==> src/bba_pkg.sv <==
`timescale 1ns / 1ps
// ----------------------------------------------------------------------------
// bba_pkg
// Shared types and constants for the bitmap block allocator: status codes,
// command codes, reset values and the control word that drives the map cells.
// ----------------------------------------------------------------------------
package bba_pkg;

  // Default geometry
  localparam int DEF_NUM_BLOCKS  = 256;
  localparam int DEF_BLOCK_BYTES = 16;

  // Reset value of the base address register
  localparam logic [31:0] BASE_RESET = 32'h2000_1000;

  // Width of the running byte count of a free run: request bytes plus one block
  localparam int RUN_BYTES_W = 17;

  // Command codes
  localparam logic CMD_ALLOC = 1'b0;
  localparam logic CMD_FREE  = 1'b1;

  // Status codes
  typedef logic [2:0] status_t;
  localparam status_t ST_DONE     = 3'd0;
  localparam status_t ST_IGNORED  = 3'd1;
  localparam status_t ST_NO_SPACE = 3'd2;
  localparam status_t ST_RANGE    = 3'd3;
  localparam status_t ST_ALIGN    = 3'd4;

  // Control word broadcast to every map cell
  typedef struct packed {
    logic shift;  // move the map one cell toward the head
    logic mark;   // set the cells at or above the mark threshold
  } cell_ctl_t;

endpackage

==> src/bitmap_block_allocator.sv <==
`timescale 1ns / 1ps
// ----------------------------------------------------------------------------
// bitmap_block_allocator
// First-fit block allocator over a used/free bitmap held in a ring of cells.
// ----------------------------------------------------------------------------
// The used map lives in a ring of NUM_BLOCKS one-bit cells that rotates one
// position per cycle, while a request is served, past a head cell watched by
// the controller. An allocate or free that needs the map makes one full turn
// of the ring, after which the map is back in place, and loads the result
// register at the end of it; a zero-size allocate, a null free and an
// out-of-range free answer at once. A found run is marked in the same turn in
// which it is found, and a free clears the head bit as it wraps to the tail.
// Results wait in an output register; a new word is taken when the ring is
// idle and the output register is empty or is being read. The base address is
// written on the cfg port while idle; the user is bound to this, the block
// itself does not enforce it. After reset every block is free and ready at once.
// ----------------------------------------------------------------------------
module bitmap_block_allocator
  import bba_pkg::*;
#(
  parameter int NUM_BLOCKS  = DEF_NUM_BLOCKS,
  parameter int BLOCK_BYTES = DEF_BLOCK_BYTES
) (
  input  logic        clk,
  input  logic        rst_n,
  // configuration
  input  logic        cfg_valid,
  output logic        cfg_ready,
  input  logic [31:0] cfg_base_address,
  // request words
  input  logic        in_valid,
  output logic        in_ready,
  input  logic        in_command,
  input  logic [15:0] in_request_bytes,
  input  logic [31:0] in_release_address,
  // result words
  output logic        out_valid,
  input  logic        out_ready,
  output logic [2:0]  out_status,
  output logic [31:0] out_granted_address
);

  localparam int BW  = $clog2(NUM_BLOCKS);
  localparam int PBW = $clog2(NUM_BLOCKS * BLOCK_BYTES) + 1;
  localparam logic [32:0] HEAP_BYTES = 33'(NUM_BLOCKS * BLOCK_BYTES);

  // Registers
  logic [31:0]          base_r;
  logic                 scan_r,       scan_nxt;
  logic [BW-1:0]        cnt_r,        cnt_nxt;
  logic                 cmd_r;
  logic [15:0]          bytes_r;
  logic [PBW-1:0]       off_r;
  logic [PBW-1:0]       pos_bytes_r,  pos_bytes_nxt;
  logic [BW:0]          run_r,        run_nxt;
  logic [RUN_BYTES_W-1:0] run_bytes_r, run_bytes_nxt;
  logic [PBW-1:0]       start_r,      start_nxt;
  logic                 found_r,      found_nxt;
  logic                 active_r,     active_nxt;
  logic                 matched_r,    matched_nxt;
  logic [31:0]          grant_r,      grant_nxt;
  logic                 out_valid_r,  out_valid_nxt;
  status_t              out_status_r, out_status_nxt;
  logic [31:0]          out_addr_r,   out_addr_nxt;

  // Ring wiring and controls
  logic [NUM_BLOCKS-1:0] q;
  logic [NUM_BLOCKS-1:0] d_in;
  cell_ctl_t             ctl;
  logic [BW-1:0]         mark_lo;
  logic                  clr;
  logic                  head;

  // Request decode at accept
  logic        in_fire;
  logic [32:0] heap_top;
  logic        free_null;
  logic        free_range;
  logic [31:0] free_off;

  assign cfg_ready = 1'b1;
  assign in_ready  = !scan_r && (!out_valid_r || out_ready);
  assign in_fire   = in_valid && in_ready;
  assign head      = q[0];

  assign heap_top   = {1'b0, base_r} + HEAP_BYTES;
  assign free_null  = (in_release_address == 32'd0);
  assign free_range = (in_release_address < base_r) ||
                      ({1'b0, in_release_address} >= heap_top);
  assign free_off   = in_release_address - base_r;

  // Base address register
  always_ff @(posedge clk) begin
    if (!rst_n) begin
      base_r <= BASE_RESET;
    end else if (cfg_valid && cfg_ready) begin
      base_r <= cfg_base_address;
    end
  end

  // Controller: one map bit per cycle at the head while a turn is running
  always_comb begin
    logic        hit;
    logic        act;
    logic [RUN_BYTES_W-1:0] rb;
    logic [PBW-1:0] st;

    scan_nxt       = scan_r;
    cnt_nxt        = cnt_r;
    pos_bytes_nxt  = pos_bytes_r;
    run_nxt        = run_r;
    run_bytes_nxt  = run_bytes_r;
    start_nxt      = start_r;
    found_nxt      = found_r;
    active_nxt     = active_r;
    matched_nxt    = matched_r;
    grant_nxt      = grant_r;
    out_valid_nxt  = out_valid_r;
    out_status_nxt = out_status_r;
    out_addr_nxt   = out_addr_r;
    ctl            = '{shift: 1'b0, mark: 1'b0};
    mark_lo        = '0;
    clr            = 1'b0;
    hit            = 1'b0;
    act            = 1'b0;
    rb             = '0;
    st             = '0;

    if (out_valid_r && out_ready) begin
      out_valid_nxt = 1'b0;
    end

    if (in_fire) begin
      // Start a turn, or answer at once
      cnt_nxt       = '0;
      pos_bytes_nxt = '0;
      run_nxt       = '0;
      run_bytes_nxt = '0;
      start_nxt     = '0;
      found_nxt     = 1'b0;
      active_nxt    = 1'b0;
      matched_nxt   = 1'b0;
      grant_nxt     = '0;
      if (in_command == CMD_ALLOC) begin
        if (in_request_bytes == 16'd0) begin
          out_valid_nxt  = 1'b1;
          out_status_nxt = ST_IGNORED;
          out_addr_nxt   = '0;
        end else begin
          scan_nxt = 1'b1;
        end
      end else begin
        if (free_null) begin
          out_valid_nxt  = 1'b1;
          out_status_nxt = ST_IGNORED;
          out_addr_nxt   = '0;
        end else if (free_range) begin
          out_valid_nxt  = 1'b1;
          out_status_nxt = ST_RANGE;
          out_addr_nxt   = '0;
        end else begin
          scan_nxt = 1'b1;
        end
      end
    end else if (scan_r) begin
      ctl.shift     = 1'b1;
      pos_bytes_nxt = pos_bytes_r + PBW'(BLOCK_BYTES);
      cnt_nxt       = cnt_r + 1'b1;

      if (cmd_r == CMD_ALLOC) begin
        // First-fit run search
        if (!found_r) begin
          if (head) begin
            run_nxt = '0;
          end else begin
            rb = (run_r == '0) ? RUN_BYTES_W'(BLOCK_BYTES)
                               : run_bytes_r + RUN_BYTES_W'(BLOCK_BYTES);
            st = (run_r == '0) ? pos_bytes_r : start_r;
            run_nxt       = run_r + 1'b1;
            run_bytes_nxt = rb;
            start_nxt     = st;
            if (rb >= RUN_BYTES_W'(bytes_r)) begin
              found_nxt = 1'b1;
              ctl.mark  = 1'b1;
              mark_lo   = BW'((BW+1)'(NUM_BLOCKS) - run_nxt);
              grant_nxt = base_r + 32'(st);
            end
          end
        end
      end else begin
        // Clear used blocks from the addressed block up to the first free one
        hit         = (pos_bytes_r == off_r);
        act         = active_r || hit;
        clr         = act && head;
        active_nxt  = act && head;
        matched_nxt = matched_r || hit;
      end

      // End of the turn: load the result
      if (cnt_r == BW'(NUM_BLOCKS - 1)) begin
        scan_nxt      = 1'b0;
        out_valid_nxt = 1'b1;
        if (cmd_r == CMD_ALLOC) begin
          out_status_nxt = found_nxt ? ST_DONE : ST_NO_SPACE;
          out_addr_nxt   = found_nxt ? grant_nxt : 32'd0;
        end else begin
          out_status_nxt = matched_nxt ? ST_DONE : ST_ALIGN;
          out_addr_nxt   = '0;
        end
      end
    end
  end

  // Control registers
  always_ff @(posedge clk) begin
    if (!rst_n) begin
      scan_r      <= 1'b0;
      out_valid_r <= 1'b0;
    end else begin
      scan_r      <= scan_nxt;
      out_valid_r <= out_valid_nxt;
    end
  end

  // Working and payload registers
  always_ff @(posedge clk) begin
    if (in_fire) begin
      cmd_r   <= in_command;
      bytes_r <= in_request_bytes;
      off_r   <= PBW'(free_off);
    end
    cnt_r        <= cnt_nxt;
    pos_bytes_r  <= pos_bytes_nxt;
    run_r        <= run_nxt;
    run_bytes_r  <= run_bytes_nxt;
    start_r      <= start_nxt;
    found_r      <= found_nxt;
    active_r     <= active_nxt;
    matched_r    <= matched_nxt;
    grant_r      <= grant_nxt;
    out_status_r <= out_status_nxt;
    out_addr_r   <= out_addr_nxt;
  end

  // Ring of map cells: each takes its upper neighbor, the tail takes the head
  always_comb begin
    d_in                 = {1'b0, q[NUM_BLOCKS-1:1]};
    d_in[NUM_BLOCKS-1]   = q[0] & ~clr;
  end

  for (genvar p = 0; p < NUM_BLOCKS; p++) begin : g_cell
    bba_cell #(
      .NUM_BLOCKS (NUM_BLOCKS),
      .POS        (p)
    ) u_cell (
      .clk     (clk),
      .rst_n   (rst_n),
      .ctl     (ctl),
      .mark_lo (mark_lo),
      .d_in    (d_in[p]),
      .q       (q[p])
    );
  end

  assign out_valid           = out_valid_r;
  assign out_status          = out_status_r;
  assign out_granted_address = out_addr_r;

endmodule

==> src/bba_cell.sv <==
`timescale 1ns / 1ps
// ----------------------------------------------------------------------------
// bba_cell
// One map cell: holds the used bit of one block slot of the rotating map and
// hands it to its neighbor on every shift. A mark sets the cell when its
// position is at or above the threshold, which tags a just-found run.
// ----------------------------------------------------------------------------
module bba_cell
  import bba_pkg::*;
#(
  parameter int NUM_BLOCKS = DEF_NUM_BLOCKS,
  parameter int POS        = 0
) (
  input  logic                          clk,
  input  logic                          rst_n,
  input  cell_ctl_t                     ctl,
  input  logic [$clog2(NUM_BLOCKS)-1:0] mark_lo,
  input  logic                          d_in,
  output logic                          q
);

  localparam int BW = $clog2(NUM_BLOCKS);

  logic q_r;
  logic q_nxt;

  // Next bit: neighbor's bit, forced used when inside the marked run
  always_comb begin
    q_nxt = q_r;
    if (ctl.shift) begin
      q_nxt = d_in | (ctl.mark && (BW'(POS) >= mark_lo));
    end
  end

  always_ff @(posedge clk) begin
    if (!rst_n) begin
      q_r <= 1'b0;
    end else begin
      q_r <= q_nxt;
    end
  end

  assign q = q_r;

endmodule

==> config.mk <==
export PLATFORM = sky130hd
export DESIGN_NAME = bitmap_block_allocator
export DESIGN_NICKNAME = d
export VERILOG_FILES = /design/src/bba_pkg.sv /design/src/bitmap_block_allocator.sv /design/src/bba_cell.sv
export SDC_FILE = /design/constraint.sdc
export NUM_CORES = 1
export LEC_CHECK = 0
export BUFFER_PORTS_ARGS = -buffer_cell sky130_fd_sc_hd__buf_2
export CELL_PAD_IN_SITES_DETAIL_PLACEMENT = 1
export CELL_PAD_IN_SITES_GLOBAL_PLACEMENT = 1
export CORE_MARGIN = 5
export CORE_UTILIZATION = 25
export DETAILED_ROUTE_END_ITERATION = 16
export PLACE_DENSITY_LB_ADDON = 0.1
export SYNTH_ARGS = -nofsm -noshare
export SYNTH_HDL_FRONTEND = slang
export SYNTH_HIERARCHICAL = 1
export SYNTH_SLANG_ARGS = --single-unit
==> constraint.sdc <==
create_clock -name clk -period 28 [get_ports clk]
set_input_delay 4.2 -clock clk [delete_from_list [all_inputs] [get_ports clk]]
set_output_delay 4.2 -clock clk [all_outputs]
set_load 0.01 [all_outputs]
==> flow_metrics.tcl, run 1 <==
set metrics [dict create \
    max_stage_delay_ns 0.16 \
    rsz0062_at_grt "no" \
    worstHoldPathType "reg -> reg" \
    synth.largest_area_cell "dfxtp_1" \
    grt_overflow 0 \
    wirelength_um 99590 \
    max_slew_margin 0.2473 \
    netlist.area_leader.share 0.2735 \
    hold_viol 0 \
    ys_warn_count 6 \
    cp_max_fo 2 \
    die_h_um 344.0 \
    mappedNetlistNets 3385 \
    diodes 0 \
    die_w_um 344.0 \
    core_mm2 0.1107 \
    worstSetupPathType "in -> out" \
    io_pins 124 \
    syn_inst 3210 \
    worstHoldPathCells 1 \
    crit_family "buffers and inverters" \
    syn_area_per_cell_um2 8.687 \
    p_seq_frac 0.432 \
    seq_area_frac_synth 0.3435 \
    holdBufCountCts 0 \
    first_pass_iters 5 \
    switching_power_uw 469.7 \
    outcome "finished, final reports clean" \
    numCtsBuffers 60 \
    cts_post_setup_buffers_inserted 0 \
    drc 0 \
    r2r_cells 18 \
    place_area_mm2 0.03061 \
    insertion_delay_ns 0.66 \
    initial_core_util 0.2520 \
    maxCapViolations 0 \
    ys_ff_latch 446 \
    syn_area_mm2 0.02789 \
    setup_viol 0 \
    place_ws_ns 19.11 \
    p_int_mw 1.218 \
    nFillCells 12910 \
    vias 26060 \
    p_leak_nw 10.41 \
    grt_pass1_wl_um 159700 \
    synth_edf_count 65 \
    htreeDepth 2 \
    sw_frac_of_total 0.2783 \
    layout-drive-gt1-share 0.1811 \
    drt_first_iter_violations 1459 \
    synthTopCellsByArea "dfxtp_1, edfxtp_1, o21ai_0" \
    combPwrFrac 0.113 \
    skew_ns 0.02250 \
    fin_cells 4917 \
    grt_pass1_vias 27740 \
    clock_sink_count 446 \
    wl_per_cell_um 20.25 \
    finalCritPeriodShare 0.3172 \
    period_minus_slack_ns 8.881 \
    root_buffer "clkbuf_16" \
    cts_tree "done" \
    antenna_found_initial 0 \
    viasPerCell 5.299 \
    clockBufferDepth 3 \
    gp_congestion 0.8115 \
    grt_usage 0.1635 \
    whs_ns 0.4563 \
    cpMostUsedCell "buf_2" \
    netlist_top_cells_count "dfxtp_1, nor2_1, o21ai_0" \
    setup_slack_ns 19.12 \
    ctsResizeCount 0 \
    synthToLayoutAreaGrowth_pct 16.66 \
    core.rowCount 122 \
    nets 3555 \
    ir_drop_mv 0.03633 \
    ys.flop_type "dfxtp_1" \
    slowest_stage "buf_2" \
    drt.antenna.violating_nets 0 \
    cp-end-kind "primary output" \
    power.density_mw_per_mm2 51.88 \
    clkPwrFrac 0.455 \
    max_freq_ghz 0.1126 \
    dieArea_mm2 0.1183 \
    portBuffers 122 \
    synth_most_common_cell "dfxtp_1" \
    crit_cells 4 \
    setup-tns-final_ns 0 \
    synthArstFlopShare 0 \
    cp.buffers_inverters 2 \
    grt_max_degree 167 \
    place_inst 4806 \
    synth_cell_types 110 \
    dp_hpwl_um 54700 \
    slew_violations 0 \
    worstPathArrival_ns 4.68 \
    worst-slew-pin-transition_ns 1.129 \
    critPathRequiredTime_ns 23.80 \
    worstPathCellList "buf_2 -> nor2b_1 -> nor2_1 -> buf_2" \
    path_clk_slew_ns 0.06 \
    finish.utilization 0.2940 \
    critPathLaunchType "input port" \
    final_cell_area_mm2 0.03253 \
    p_total_mw 1.688 \
]
-- power groups by stage --
stage,clock network (mW),logic (mW),registers [mW]
after CTS,0.803,0.194,0.730
after global routing,0.824,0.214,0.735
after floorplan,0,0.151,0.730
after global placement,0,0.185,0.742
after detailed placement,0,0.193,0.743
final,0.768,0.191,0.729
-- final cells by class --
class / count / area [um^2] / area share
multi-input cells: 2531 / 17450 / 0.5364
flip-flops and latches: 446 / 9583 / 0.2946
well taps: 1488 / 1862 / 0.05723
repair buffers: 171 / 1076 / 0.03307
clock buffers: 94 / 1772 / 0.05446
clock inverters: 17 / 150.1 / 0.004615
inverters: 170 / 639.4 / 0.01965
-- path summary, 6_finish.rpt --
kind                   from              endpoint  slack, ns
setup reg to reg   run_r[3]  g_cell[208].u_cell/q      21.09
hold reg to reg   matched_r             matched_r       0.46
hold / removal    matched_r             matched_r       0.46
setup / recovery  out_ready              in_ready      19.12
-- registers in the layout, summed over array words and instances (netlist names) --
signal and count:
pos_bytes_r 9, off_r 13, matched_r 1, out_status 3
grant_r 32, scan_r 1, out_valid 1, out_granted_address 32
g_cell.u_cell/q 256, cmd_r 1, base_r 32, found_r 1
run_bytes_r 17, run_r 9, bytes_r 16, active_r 1
cnt_r 8, start_r 13
-- cell usage in the layout, fill, tap and decap left out, types with 32 or more instances in the layout --
cell type / count
nor3_2: 60
nand4b_1: 50
dfxtp_1: 380
a211oi_2: 104
inv_1: 169
nor2_1: 292
nand3_1: 95
o21ai_0: 260
nand4_1: 79
nor2b_1: 50
buf_4: 42
nor4_1: 33
nor3_1: 69
a31oi_1: 74
a211oi_1: 60
mux2i_1: 51
buf_2: 121
edfxtp_1: 65
nor3b_1: 32
nand2_1: 244
o21ai_1: 56
a21oi_1: 247
clkbuf_16: 62
xnor2_1: 75
ha_1: 87
-- worst register-to-register path: cells and delay by family, from the launching register on --
kind | cells | cell delay (ns)
AOI/OAI and AO/OA | 5 | 1.11
adders and majority gates | 1 | 0.31
buffers and inverters | 5 | 3.31
DFF | 1 | 0.41
and+or+nand+nor | 7 | 1.73
-- kinds of logic (layout without fill, tap and decap cells) --
kind of cell / after synthesis / count (layout) / synth area share
simple gates: 1232 / 1232 / 0.2625
compound gates: 1030 / 1030 / 0.2583
flops: 446 / 446 / 0.3435
buf+inv: 233 / 452 / 0.03293
xor+xnor: 104 / 104 / 0.03266
fa+ha+maj: 89 / 89 / 0.04047
mux: 75 / 75 / 0.02948
other cells: 1 / 1 / 0.0001345
-- routing by layer --
| layer | GRT usage | up-vias | wire, um |
|---|---|---|---|
| li1 | - | 12460 | - |
| met1 | 0.2190 | 13210 | 48410 |
| met2 | 0.2810 | 280 | 46660 |
| met3 | 0.02098 | 103 | 2572 |
| met4 | 0.03750 | 0 | 1938 |
| met5 | 0 | - | 0 |
No activity file was read; power rests on OpenSTA's default activity.
==> inputs of run 2 (changes only) <==
--- a/config.mk
+++ b/config.mk
@@ -5,6 +5,7 @@
 export SDC_FILE = /design/constraint.sdc
 export NUM_CORES = 1
 export LEC_CHECK = 0
+export ABC_AREA = 1
 export BUFFER_PORTS_ARGS = -buffer_cell sky130_fd_sc_hd__buf_2
 export CELL_PAD_IN_SITES_DETAIL_PLACEMENT = 1
 export CELL_PAD_IN_SITES_GLOBAL_PLACEMENT = 1
==> constraint.sdc (replaced) <==
create_clock -name clk -period 7.5 [get_ports clk]
set_input_delay 1.125 -clock clk [delete_from_list [all_inputs] [get_ports clk]]
set_output_delay 1.125 -clock clk [all_outputs]
set_load 0.01 [all_outputs]
==> run 2 against run 1 <==
  * Non-clock buffer count down 4
  * Critical path depth is 21 higher
  * Clock skew rose by 0.0062 ns
  * Highest routed layer unchanged
  * Critical endpoint is now g_cell[209].u_cell/q
  * Sequential power grew to 3.9 times the previous value
  * Register-to-register slack lost 19 ns
  * Design area rose by 16%
==> flow_metrics.tcl, run 2 <==
set metrics [dict create \
    outcome "finished, final reports clean" \
    cp-end-kind "flip-flop" \
    drt_first_iter_violations 1243 \
    dieArea_mm2 0.1368 \
    layout_common_cells "nand2_1, inv_1, nor2_1" \
    drt.antenna.violating_nets 0 \
    path_clk_slew_ns 0.06 \
    synth_cell_types 58 \
    max_slew_margin 0.1936 \
    drc 0 \
    portBuffers 122 \
    rsz0062_at_grt "no" \
    insertion_delay_ns 0.68 \
    place_inst 7083 \
    synthToLayoutAreaGrowth_pct 16.78 \
    maxCapViolations 0 \
    netlist_top_cells_count "nand2_1, inv_1, nor2_1" \
    cts_post_setup_buffers_inserted 0 \
    worst-slew-pin-transition_ns 1.210 \
    setup_viol 0 \
    period_minus_slack_ns 4.970 \
    grt_usage 0.1565 \
    wl_per_cell_um 15.09 \
    clock_sink_count 446 \
    critPathLaunchType "flip-flop" \
    skew_ns 0.02866 \
    io_pins 124 \
    cp_max_fo 51 \
    worstHoldPathType "reg -> reg" \
    ctsResizeCount 0 \
    worstSetupPathType "reg -> reg" \
    synth_most_common_cell "nand2_1" \
    antenna_found_initial 5 \
    vias 31650 \
    worstPathArrival_ns 5.56 \
    gp_congestion 0.7877 \
    ys_warn_count 6 \
    synth.largest_area_cell "dfxtp_1" \
    viasPerCell 4.398 \
    die_h_um 369.9 \
    grt_pass1_vias 32520 \
    netlist.area_leader.share 0.2355 \
    root_buffer "clkbuf_16" \
    syn_inst 5225 \
    hold_viol 0 \
    ys.flop_type "dfxtp_1" \
    die_w_um 369.9 \
    synthArstFlopShare 0 \
    syn_area_per_cell_um2 6.198 \
    wirelength_um 108600 \
    nFillCells 16470 \
    htreeDepth 2 \
    worstHoldPathCells 2 \
    numCtsBuffers 61 \
    seq_area_frac_synth 0.2958 \
    setup_slack_ns 2.530 \
    ir_drop_mv 0.1706 \
    mappedNetlistNets 5400 \
    grt_pass1_wl_um 177900 \
    grt_max_degree 219 \
    place_ws_ns 2.402 \
    p_total_mw 7.079 \
    final_common_cell "nand2_1" \
    cts_tree "done" \
    power.density_mw_per_mm2 187.2 \
    grt_overflow 0 \
    largest_reg_flops 256 \
    core.rowCount 132 \
    max_freq_ghz 0.2012 \
    r2r_cells 25 \
    dp_hpwl_um 64190 \
    holdBufCountCts 0 \
    initial_core_util 0.2507 \
    layout-drive-gt1-share 0.1398 \
    fin_cells 7197 \
    finalCritPeriodShare 0.6627 \
    syn_area_mm2 0.03238 \
    synth_edf_count 65 \
    p_leak_nw 15.45 \
    whs_ns 0.4429 \
    synthTopCellsByArea "dfxtp_1, nand2_1, inv_1" \
    nets 5579 \
    core_mm2 0.1292 \
    first_pass_iters 5 \
    regArea_mm2 0.009585 \
    multi_input_area_mm2 0.01863 \
    clockBufferDepth 3 \
    critPathRequiredTime_ns 8.09 \
    ys_ff_latch 446 \
    slew_violations 0 \
]
==> run 2: critical path: stages (launching register included) <==
cell and delay [ns]:
dfxtp_2 0.37, inv_2 0.08, ha_4 0.16, nand3_2 0.07, inv_2 0.04, nand4_1 0.25
clkinv_2 0.27, nor3_1 0.43, ha_1 0.22, inv_1 0.06, nor4_1 0.17, nand2_1 0.08
nand2_1 0.06, nand2_1 0.04, nand2_1 0.07, nand2_2 0.06, nand2_4 0.33, nand2_8 0.21
nor2_4 0.92, buf_12 0.39, nand2_1 0.14, nor2_1 0.13, nand2_1 0.06, nand2_1 0.05
nand2_1 0.05, a21oi_2 0.13
==> run 2: metrics by stage <==
stage | util | area (um^2) | setup TNS, ns
2_1_floorplan | - | 32490 | -213.03
3_3_place_gp | 0.2762 | 35670 | 0
3_5_place_dp | 0.2762 | 35670 | 0
4_1_cts | 0.2927 | 37810 | 0
5_1_grt | 0.2928 | 37820 | 0
6_report | 0.2928 | 37820 | 0
==> run 2: per-layer routing <==
metal / vias to the layer above / part of all wire / track usage
met4: 0 / 0.021 / 0.03774
met1: 14800 / 0.49 / 0.2066
met3: 113 / 0.022 / 0.01666
li1: 16540 / - / -
met5: - / 0 / 0
met2: 199 / 0.46 / 0.2734
==> run 2: final timing paths <==
check,start,endpoint,slack [ns]
worst min register to register,start_r[2],start_r[2],0.44
worst min-delay path,start_r[2],start_r[2],0.44
worst max-delay path,run_r[0],g_cell[209].u_cell/q,2.53
worst max register to register,run_r[0],g_cell[209].u_cell/q,2.53
==> run 2: cell type report <==
| type | count | area share |
|---|---|---|
| antenna | 4 | 0.0002647 |
| multi-input combinational | 3646 | 0.4925 |
| sequential | 446 | 0.2535 |
| clock inverter | 24 | 0.008271 |
| inverter | 1082 | 0.1076 |
| tap | 1742 | 0.05763 |
| clock buffer | 86 | 0.04827 |
| timing repair buffer | 167 | 0.03196 |
==> run 2: report_power, final <==
group          total (mW)  switching [mW]  internal, mW
sequential           2.81           0.125          2.68
combinational        1.13           0.759         0.373
clock                3.14            1.22          1.92
==> run 2: kinds of logic (layout without fill, tap and decap cells) <==
kind of cell	Yosys count	count (layout)	share of synthesized area
simple gates	2600	2600	0.3479
buf+inv	1133	1359	0.1329
compound gates	900	900	0.1732
flops	446	446	0.2958
fa+ha+maj	89	89	0.03485
xor+xnor	56	56	0.01515
other cells	1	5	0.0001158
